**src/sv/aprw_pkg.sv**
```systemverilog
`timescale 1ns / 1ps

package aprw_pkg;

    localparam int PULSE_W       = 15;
    localparam int IVL_W         = 24;
    localparam int TIME_W        = 48;
    localparam int DELTA_W       = 16;
    localparam int PULSE_SUM_W   = 20;
    localparam int TIME_SUM_W    = 29;
    localparam int MAX_LEN_W     = 5;
    localparam int MAX_DELAY_W   = 24;
    localparam int RES_W         = 16;
    localparam int CFG_INDEX_W   = 2;
    localparam int CFG_DATA_W    = 24;

    localparam int DEFAULT_DEPTH = 32;

    localparam int TRIM_SCALE    = 18;
    localparam int RES_SCALE     = 1000;
    localparam int MIN_KEEP      = 2;

    localparam logic [MAX_LEN_W-1:0]   MAX_LEN_RST   = 5'd16;
    localparam logic [MAX_DELAY_W-1:0] MAX_DELAY_RST = 24'd50000;
    localparam logic [RES_W-1:0]       RES_RST       = 16'd10;

    localparam logic [CFG_INDEX_W-1:0] CFG_MAX_LENGTH = 2'd0;
    localparam logic [CFG_INDEX_W-1:0] CFG_MAX_DELAY  = 2'd1;
    localparam logic [CFG_INDEX_W-1:0] CFG_RESOLUTION = 2'd2;

    localparam logic REQ_SAMPLE = 1'b0;
    localparam logic REQ_CLEAR  = 1'b1;

    typedef struct packed {
        logic                      req_type;
        logic signed [DELTA_W-1:0] pulse_delta;
        logic [TIME_W-1:0]         sample_time;
    } t_in_item;

    typedef struct packed {
        logic [PULSE_SUM_W-1:0] pulse_sum;
        logic [TIME_SUM_W-1:0]  time_sum;
    } t_out_item;

    typedef struct packed {
        logic [PULSE_W-1:0] pulses;
        logic [IVL_W-1:0]   interval;
    } t_entry;

endpackage

```
**src/sv/adaptive_pulse_rate_window_core.sv**
```systemverilog
`timescale 1ns / 1ps

// Channel | Direction | Signals                          | Beat
// in      | sink      | i_in_valid, o_in_ready, i_in_data  | one sample or clear request
// out     | source    | o_out_valid, i_out_ready, o_out_data | both window sums
// cfg     | sink      | i_cfg_valid, o_cfg_ready, i_cfg_index, i_cfg_data | one register write
//
// After acceptance a sample passes S_AGE, dropping entries for age one per cycle, and S_PUSH.
// Trimming then runs S_TRIM_MUL and S_TRIM_CMP (a multiply and a compare) for each entry it
// trims, and stops in S_TRIM_MUL on the entry count or in S_TRIM_CMP on the threshold test.
// A clear goes straight to S_OUT. Every drop uses the single read port of the window memory.
// Reset is synchronous and active low; it clears the window bookkeeping but not the memory.
// The block returns to idle once its result sits in the output register, so a new item is taken
// while that beat waits; the next result then holds the block in its output state until the
// earlier beat is accepted.

module adaptive_pulse_rate_window_core
    import aprw_pkg::*;
#(
    parameter int WINDOW_DEPTH = DEFAULT_DEPTH
) (
    input  logic                   i_clk,
    input  logic                   i_rst_n,
    input  logic                   i_in_valid,
    output logic                   o_in_ready,
    input  t_in_item               i_in_data,
    output logic                   o_out_valid,
    input  logic                   i_out_ready,
    output t_out_item              o_out_data,
    input  logic                   i_cfg_valid,
    output logic                   o_cfg_ready,
    input  logic [CFG_INDEX_W-1:0] i_cfg_index,
    input  logic [CFG_DATA_W-1:0]  i_cfg_data
);

    localparam int AW    = $clog2(WINDOW_DEPTH);
    localparam int CW    = $clog2(WINDOW_DEPTH + 1);
    localparam int SW    = CW + 1;
    localparam int PW    = (PULSE_W + AW > PULSE_SUM_W) ? PULSE_W + AW : PULSE_SUM_W;
    localparam int TW    = (IVL_W + AW > TIME_SUM_W) ? IVL_W + AW : TIME_SUM_W;
    localparam int LW    = (CW > MAX_LEN_W) ? CW : MAX_LEN_W;
    localparam int AGE_W = TIME_W + 2;
    localparam int IV_W  = TIME_W + 1;
    localparam int MW    = PW + TW;
    localparam int CMP_W = MW + 5;

    localparam logic [2:0] S_IDLE     = 3'd0;
    localparam logic [2:0] S_AGE      = 3'd1;
    localparam logic [2:0] S_PUSH     = 3'd2;
    localparam logic [2:0] S_TRIM_MUL = 3'd3;
    localparam logic [2:0] S_TRIM_CMP = 3'd4;
    localparam logic [2:0] S_OUT      = 3'd5;

    t_entry r_mem [WINDOW_DEPTH];
    t_entry r_rd;

    logic [2:0]             r_state, n_state;
    logic [AW-1:0]          r_head, n_head;
    logic [CW-1:0]          r_count, n_count;
    logic [PW-1:0]          r_ptot, n_ptot;
    logic [TW-1:0]          r_itot, n_itot;
    logic [TIME_W-1:0]      r_last, n_last;
    logic                   r_first, n_first;
    t_in_item               r_item, n_item;
    logic [MW-1:0]          r_prod, n_prod;
    logic                   r_too_long, n_too_long;
    logic                   r_out_valid, n_out_valid;
    t_out_item              r_out, n_out;
    logic [MAX_LEN_W-1:0]   r_max_len;
    logic [MAX_DELAY_W-1:0] r_max_delay;
    logic [RES_W-1:0]       r_res;

    logic                   w_we;
    logic [AW-1:0]          w_addr;
    t_entry                 w_wdata;
    logic [AW-1:0]          w_head_inc;
    logic [SW-1:0]          w_slot_sum;
    logic [AW-1:0]          w_slot;
    logic [AGE_W-1:0]       w_age;
    logic [AGE_W-1:0]       w_limit;
    logic [IV_W-1:0]        w_ivl;
    logic                   w_ivl_ok;
    logic                   w_delta_pos;
    logic [PW-1:0]          w_p;
    logic [TW-1:0]          w_t;
    logic [CMP_W-1:0]       w_scaled;
    logic [CMP_W-1:0]       w_thresh;
    logic                   w_fine;

    assign o_in_ready  = (r_state == S_IDLE);
    assign o_cfg_ready = 1'b1;
    assign o_out_valid = r_out_valid;
    assign o_out_data  = r_out;

    assign w_head_inc = (r_head == AW'(WINDOW_DEPTH - 1)) ? '0 : r_head + 1'b1;
    assign w_slot_sum = SW'(r_head) + SW'(r_count);
    assign w_slot     = (w_slot_sum >= SW'(WINDOW_DEPTH))
                        ? AW'(w_slot_sum - SW'(WINDOW_DEPTH)) : AW'(w_slot_sum);

    // Distance from the start of the window to now; signed, time may run backwards.
    assign w_age   = AGE_W'(r_item.sample_time) - AGE_W'(r_last) + AGE_W'(r_itot);
    assign w_limit = AGE_W'({r_max_delay, 1'b0});

    assign w_ivl       = IV_W'(r_item.sample_time) - IV_W'(r_last);
    assign w_ivl_ok    = !w_ivl[IV_W-1] && (w_ivl != '0) && (w_ivl < IV_W'(r_max_delay));
    assign w_delta_pos = !r_item.pulse_delta[DELTA_W-1] && (r_item.pulse_delta != '0);

    assign w_p      = r_ptot - PW'(r_rd.pulses);
    assign w_t      = r_itot - TW'(r_rd.interval);
    assign w_scaled = (CMP_W'(r_prod) << 4) + (CMP_W'(r_prod) << 1);
    assign w_thresh = CMP_W'(r_res) * CMP_W'(RES_SCALE);
    assign w_fine   = (w_scaled >= w_thresh);

    always_comb begin
        n_state     = r_state;
        n_head      = r_head;
        n_count     = r_count;
        n_ptot      = r_ptot;
        n_itot      = r_itot;
        n_last      = r_last;
        n_first     = r_first;
        n_item      = r_item;
        n_prod      = r_prod;
        n_too_long  = r_too_long;
        n_out       = r_out;
        n_out_valid = r_out_valid;
        w_we        = 1'b0;
        w_addr      = w_slot;
        w_wdata     = '{pulses: r_item.pulse_delta[PULSE_W-1:0],
                        interval: w_ivl[IVL_W-1:0]};

        if (r_out_valid && i_out_ready) begin
            n_out_valid = 1'b0;
        end

        unique case (r_state)
            S_IDLE: begin
                if (i_in_valid) begin
                    n_item = i_in_data;
                    if (i_in_data.req_type == REQ_CLEAR) begin
                        n_head  = '0;
                        n_count = '0;
                        n_ptot  = '0;
                        n_itot  = '0;
                        n_first = 1'b1;
                        n_state = S_OUT;
                    end else begin
                        if (r_first) begin
                            n_last  = i_in_data.sample_time;
                            n_first = 1'b0;
                        end
                        n_state = S_AGE;
                    end
                end
            end
            S_AGE: begin
                if ((r_count != '0) && ($signed(w_age) > $signed(w_limit))) begin
                    n_head  = w_head_inc;
                    n_count = r_count - 1'b1;
                    n_ptot  = r_ptot - PW'(r_rd.pulses);
                    n_itot  = r_itot - TW'(r_rd.interval);
                end else begin
                    n_state = S_PUSH;
                end
            end
            S_PUSH: begin
                if (w_delta_pos) begin
                    if (w_ivl_ok) begin
                        w_we = 1'b1;
                        if (r_count == CW'(WINDOW_DEPTH)) begin
                            // A full window loses its oldest entry; the new one takes its slot.
                            n_head = w_head_inc;
                            n_ptot = r_ptot - PW'(r_rd.pulses) + PW'(r_item.pulse_delta);
                            n_itot = r_itot - TW'(r_rd.interval) + TW'(w_ivl[IVL_W-1:0]);
                        end else begin
                            n_count = r_count + 1'b1;
                            n_ptot  = r_ptot + PW'(r_item.pulse_delta);
                            n_itot  = r_itot + TW'(w_ivl[IVL_W-1:0]);
                        end
                    end
                    n_last = r_item.sample_time;
                end
                n_state = S_TRIM_MUL;
            end
            S_TRIM_MUL: begin
                if (r_count > CW'(MIN_KEEP)) begin
                    n_prod     = MW'(w_p) * MW'(w_t);
                    n_too_long = LW'(r_count) > LW'(r_max_len);
                    n_state    = S_TRIM_CMP;
                end else begin
                    n_state = S_OUT;
                end
            end
            S_TRIM_CMP: begin
                if (r_too_long || w_fine) begin
                    n_head  = w_head_inc;
                    n_count = r_count - 1'b1;
                    n_ptot  = r_ptot - PW'(r_rd.pulses);
                    n_itot  = r_itot - TW'(r_rd.interval);
                    n_state = S_TRIM_MUL;
                end else begin
                    n_state = S_OUT;
                end
            end
            S_OUT: begin
                if (!r_out_valid || i_out_ready) begin
                    n_out.pulse_sum = r_ptot[PULSE_SUM_W-1:0];
                    n_out.time_sum  = r_itot[TIME_SUM_W-1:0];
                    n_out_valid     = 1'b1;
                    n_state         = S_IDLE;
                end
            end
            default: begin
                n_state = S_IDLE;
            end
        endcase
    end

    // The read port follows the next head, so r_rd always holds the current oldest entry.
    // A write to that same slot is forwarded past the memory.
    always_ff @(posedge i_clk) begin
        if (w_we) begin
            r_mem[w_addr] <= w_wdata;
        end
        if (w_we && (w_addr == n_head)) begin
            r_rd <= w_wdata;
        end else begin
            r_rd <= r_mem[n_head];
        end
    end

    always_ff @(posedge i_clk) begin
        if (!i_rst_n) begin
            r_state     <= S_IDLE;
            r_head      <= '0;
            r_count     <= '0;
            r_ptot      <= '0;
            r_itot      <= '0;
            r_last      <= '0;
            r_first     <= 1'b1;
            r_out_valid <= 1'b0;
            r_max_len   <= MAX_LEN_RST;
            r_max_delay <= MAX_DELAY_RST;
            r_res       <= RES_RST;
        end else begin
            r_state     <= n_state;
            r_head      <= n_head;
            r_count     <= n_count;
            r_ptot      <= n_ptot;
            r_itot      <= n_itot;
            r_last      <= n_last;
            r_first     <= n_first;
            r_out_valid <= n_out_valid;
            if (i_cfg_valid) begin
                unique case (i_cfg_index)
                    CFG_MAX_LENGTH: r_max_len   <= i_cfg_data[MAX_LEN_W-1:0];
                    CFG_MAX_DELAY:  r_max_delay <= i_cfg_data[MAX_DELAY_W-1:0];
                    CFG_RESOLUTION: r_res       <= i_cfg_data[RES_W-1:0];
                    default: begin
                    end
                endcase
            end
        end
    end

    always_ff @(posedge i_clk) begin
        r_item     <= n_item;
        r_prod     <= n_prod;
        r_too_long <= n_too_long;
        r_out      <= n_out;
    end

endmodule
```
**config.mk**
```make
export PLATFORM = sky130hd
export DESIGN_NAME = adaptive_pulse_rate_window_core
export DESIGN_NICKNAME = d
export VERILOG_FILES = /design/src/sv/aprw_pkg.sv /design/src/sv/adaptive_pulse_rate_window_core.sv
export SDC_FILE = /design/constraint.sdc
export NUM_CORES = 2
export LEC_CHECK = 0
export BUFFER_PORTS_ARGS = -buffer_cell sky130_fd_sc_hd__buf_4
export CAP_MARGIN = 40
export CORE_ASPECT_RATIO = 1.4
export CORE_MARGIN = 1
export CORE_UTILIZATION = 55
export CTS_CLUSTER_SIZE = 14
export DETAILED_ROUTE_END_ITERATION = 7
export PLACE_DENSITY = 0.8
export SKIP_CTS_REPAIR_TIMING = 1
export SKIP_LAST_GASP = 1
export SYNTH_ARGS = -nofsm -noshare
export SYNTH_HDL_FRONTEND = slang
export SYNTH_SLANG_ARGS = --single-unit
```
**constraint.sdc**
```tcl
create_clock -name i_clk -period 21.9 [get_ports i_clk]
set_input_delay 3.285 -clock i_clk [delete_from_list [all_inputs] [get_ports i_clk]]
set_output_delay 3.285 -clock i_clk [all_outputs]
set_load 0.01 [all_outputs]
```
# Word-level counts from Yosys, hierarchy flattened
# Memory sizes are Yosys's and may differ from the RTL's. A register that Yosys moved wholly into a read port is not among the register bits.
# Cells that the tools add are included.
# totals
out_inout_bits,52
word_cells,143
memories,1
ramBits,1248
ff_bits,321
inputBits,96
# mem_list
memory,words,width,rd,rd_ports_with_merged_regs,wr,line_no,source
r_mem,32,39,1,1,1,adaptive_pulse_rate_window_core.sv:54,t_entry r_mem [WINDOW_DEPTH];
# classes
n_addsub,15
n_eq_ne,20
muxes,55
multipliers,2
n_reduce_logical,27
magnitude_cmp,6
# op_table
cell,count
$mux W29,7
$mux W48,4
$mux W20,7
$pmux W29 S4,1
$sub A48 B48 Y49,2
$pmux W48 S2,1
$pmux W20 S4,1
$add A29 B24 Y29,2
$add A53 B50 Y54,1
$ge A54 B26 Y1,1
$add A49 B30 Y50,1
$gt A50 B26 Y1,1
$lt A49 B24 Y1,1
$mul A20 B29 Y49,1
$reduce_bool A49 Y1,1
$mux W5,9
$mux W6,7
$add A20 B20 Y20,2
$sub A29 B24 Y29,1
$pmux W6 S4,1
$mul A16 B7 Y23 const B,1
$pmux W5 S4,1
$sub A20 B15 Y20,1
$ne A2 B2 Y1 const B,9
other kinds (33),61

# Longest topological paths before layout
# logic_depth
depth_word,9
depth_mapped,50
ltp_nobuf,47

# Worst setup path before layout
# No wires, ideal clock.
# synth_timing
path_kind,register -> register
startpoint,register with a tool-made name
endpoint,"register r_prod[47], data pin"
stages_incl_launch_ff,46
setup_ns,0.262
n_path_buf,4
path_slack_ns,9.925
required_time_ns,21.638
arrival_ns,11.713
period_less_slack_ns,11.975
cell_sequence,dfxtp_1 > clkbuf_1 > clkbuf_1 > buf_1 > mux4_2 > mux4_2 > mux2i_1 > ha_1 > a21o_1 > a21oi_1 > o21bai_1 > a21oi_1 > o21bai_1 > a21oi_1 > o21ai_0 > a21oi_1 > o21bai_1 > a31o_2 > [... 10 more ...] > fa_1 > inv_1 > fa_1 > inv_1 > ha_1 > a21o_1 > a21oi_1 > o211ai_1 > a21oi_1 > nor4b_1 > o21ai_0 > a311oi_1 > o21ai_0 > a21boi_0 > o21a_1 > nor2_1 > a21oi_1 > xor2_1
# synth_rtl
item,line_no,source
"end signal, assigned",adaptive_pulse_rate_window_core.sv:268,r_prod <= n_prod;
"end, declared",adaptive_pulse_rate_window_core.sv:65,"logic [MW-1:0] r_prod, n_prod;"

==> out/metrics.yaml <==
status: "completed"
layout-drive-gt1-share_pct: 15.2
finClkSkew_ps: 44.7
clockRootBuffer: "clkbuf_16"
setup_violations: 0
final_cell_mix: "1411 x edfxtp_1, 772 x nand2_1, 752 x inv_1"
finalWirelength_mm: 298
hpwlAfterDp_mm: 197
crit_path_top_delay_cell: "buf_4"
synth.avg_cell_area_sq_um: 12.8
tightest_slew_ps: 1000
start_util_pct: 55.3
worstPathArrival_ps: 15600
via_per_inst: 6.56
ant_nets: 0
synthArstFlopShare_pct: 0
antenna_found_initial: 11
yosys_register_bits: 1574
syn_area_sq_um: 94900
dp_cells: 9708
multi_input_comb_area_sq_um: 45800
nNetsFinal: 8728
cts_tree: "done"
rsz0062_at_grt: "no"
dpl-instance-area_sq_um: 101000
synth_top_area_share_pct: 44.6
fmax_mhz: 66.4
fin_setup_tns_ps: 0
yosysWarnings: 0
cts_buffer_depth: 3
core_area_sq_um: 172000
hold_path.class: "flip-flop to flip-flop"
synth_cell_types: 118
grt_use_total_pct: 34.2
num_vias: 65400
worstSetupStartpointType: "flip-flop"
die_height_microns: 494
gp_congestion: 1.00
timing.final.crit_share_pct: 68.8
crit_path_end_kind: "flip-flop"
fin_cells: 9970
pin_count: 148
nFillCells: 12700
synthCells: 7398
worst_ep_required_time_ps: 22440
clk_pin_slew_worst_paths_ps: 70
grt_pass1_wl_mm: 434
final_common_cell: "edfxtp_1"
final_hold_viol_count: 0
seq_area_sq_um: 45700
grt_pass1_vias: 66800
timing.final.max_slew_violations: 0
cts_max_level: 4
area_delta_synth_final_pct: 10.8
cts_buffers: 147
synth-edff-count: 1411
wire_per_inst_microns: 29.9
die_w_microns: 353
slew_headroom_pct: 33.3
synth.area.top_cells: "edfxtp_1 45%, fa_1 11%, mux4_2 9.3%"
synth_top_flop_cell: "edfxtp_1"
dieArea_sq_um: 174000
crit_fanout: 96
maxCapViolCount: 0
grt_max_degree: 116
overflow: 0
route.detailed.drc: 0
rows: 180
slowest_delay_ps: 790
synth_top_cell_by_area: "edfxtp_1"
ys_seq_area_share_pct: 48.1
numPortBuffers: 146
clk_latency_ps: 810
firstDrtPassIters: 6
drt-initial-drc-count: 7475
synth.net_count: 8540
critPathKind: "flip-flop to flip-flop"
fin_crit_ps: 15060
fin_area_sq_um: 105000
clock-sinks: 1574
-- per-layer routing --
metal  GRT usage [%]  vias to the layer above  wire length, microns
met5               0                        -                    35
met4            24.1                        6                 24400
met3            7.19                     1231                 30500
met2            57.0                     4457                145000
met1            39.5                    32600                 98100
li1                -                    27100                     -
-- sequential cells by signal, indices dropped and copies added (netlist names), named ones only --
signal / cells
r_mem: 1248
r_too_long: 1
r_max_delay: 24
r_last: 48
o_out_valid: 1
r_prod: 49
r_count: 6
r_first: 1
o_out_data: 49
r_head: 5
r_state: 3
r_item: 64
r_max_len: 5
r_ptot: 20
r_itot: 29
r_res: 16
-- critical path, delay by kind of cell (launching register included) --
kind,cells,cell delay (ps)
adder cells (fa/ha/maj),9,4450
AND/OR/NAND/NOR,3,800
buffers and inverters,6,1890
XOR/XNOR,2,510
AO/OA/AOI/OAI,21,4940
multiplexers,3,1300
flip-flops,1,730
-- final timing paths --
path                                 startpoint         endpoint  slack (ps)  depth (start not counted)
worst max register to register        flip-flop       r_prod[47]        6840                         44
worst max-delay path                  flip-flop       r_prod[47]        6840                         44
worst min-delay path            r_max_delay[16]  r_max_delay[16]         460                          2
worst min register to register  r_max_delay[16]  r_max_delay[16]         460                          2
-- Yosys cell counts (all sizes together) (11+ instances only) --
library cell	count
a2111oi	14
a211oi	62
a21boi	15
a21o	122
a21oi	372
a22oi	29
a311oi	56
a31o	11
a31oi	19
and2	65
and3	30
buf	63
clkbuf	268
dfxtp	163
edfxtp	1411
fa	545
ha	501
inv	753
mux2i	50
mux4	390
nand2	775
nand2b	66
nand3	73
nand3b	14
nand4	46
nor2	464
nor2b	39
nor3	87
nor3b	13
nor4	21
o2111ai	14
o211ai	40
o21a	48
o21ai	222
o21bai	33
o31ai	15
or2	20
or3	27
xnor2	178
xor2	103
-- logic make-up (layout without fill, tap and decap cells) --
logic type | Yosys count | in the layout | share of synthesized area, %
AOI/OAI and AO/OA | 1187 | 1187 | 8.52
xor gates and xnor gates | 282 | 282 | 2.63
adders and majority gates | 1046 | 1046 | 18.1
buffers and inverters | 1085 | 1376 | 4.39
DFF | 1574 | 1574 | 48.1
muxes | 445 | 445 | 9.84
other | 1 | 7 | 0.00395
and+or+nand+nor | 1778 | 1778 | 8.46
-- metrics by stage --
stage	setup slack [ps]	utilization [%]	hold slack [ps]
floorplan	9920	-	406
global placement	7020	58.0	445
detailed placement	7160	58.6	447
CTS	6900	61.3	463
global route	5880	61.3	485
finish	6840	61.3	462
-- area by class of cell --
class	instances	share of cell area [%]
Antenna cell	6	0.0143
Clock inverter	60	0.616
Timing Repair Buffer	370	3.29
Sequential cell	1574	43.4
Inverter	754	2.69
Tap cell	2275	2.71
Clock buffer	192	3.80
Multi-Input combinational cell	4739	43.5
Power is left out: the tool's default activity adds up to more than one toggle a clock period on the data nets, which glitch-free logic cannot reach.
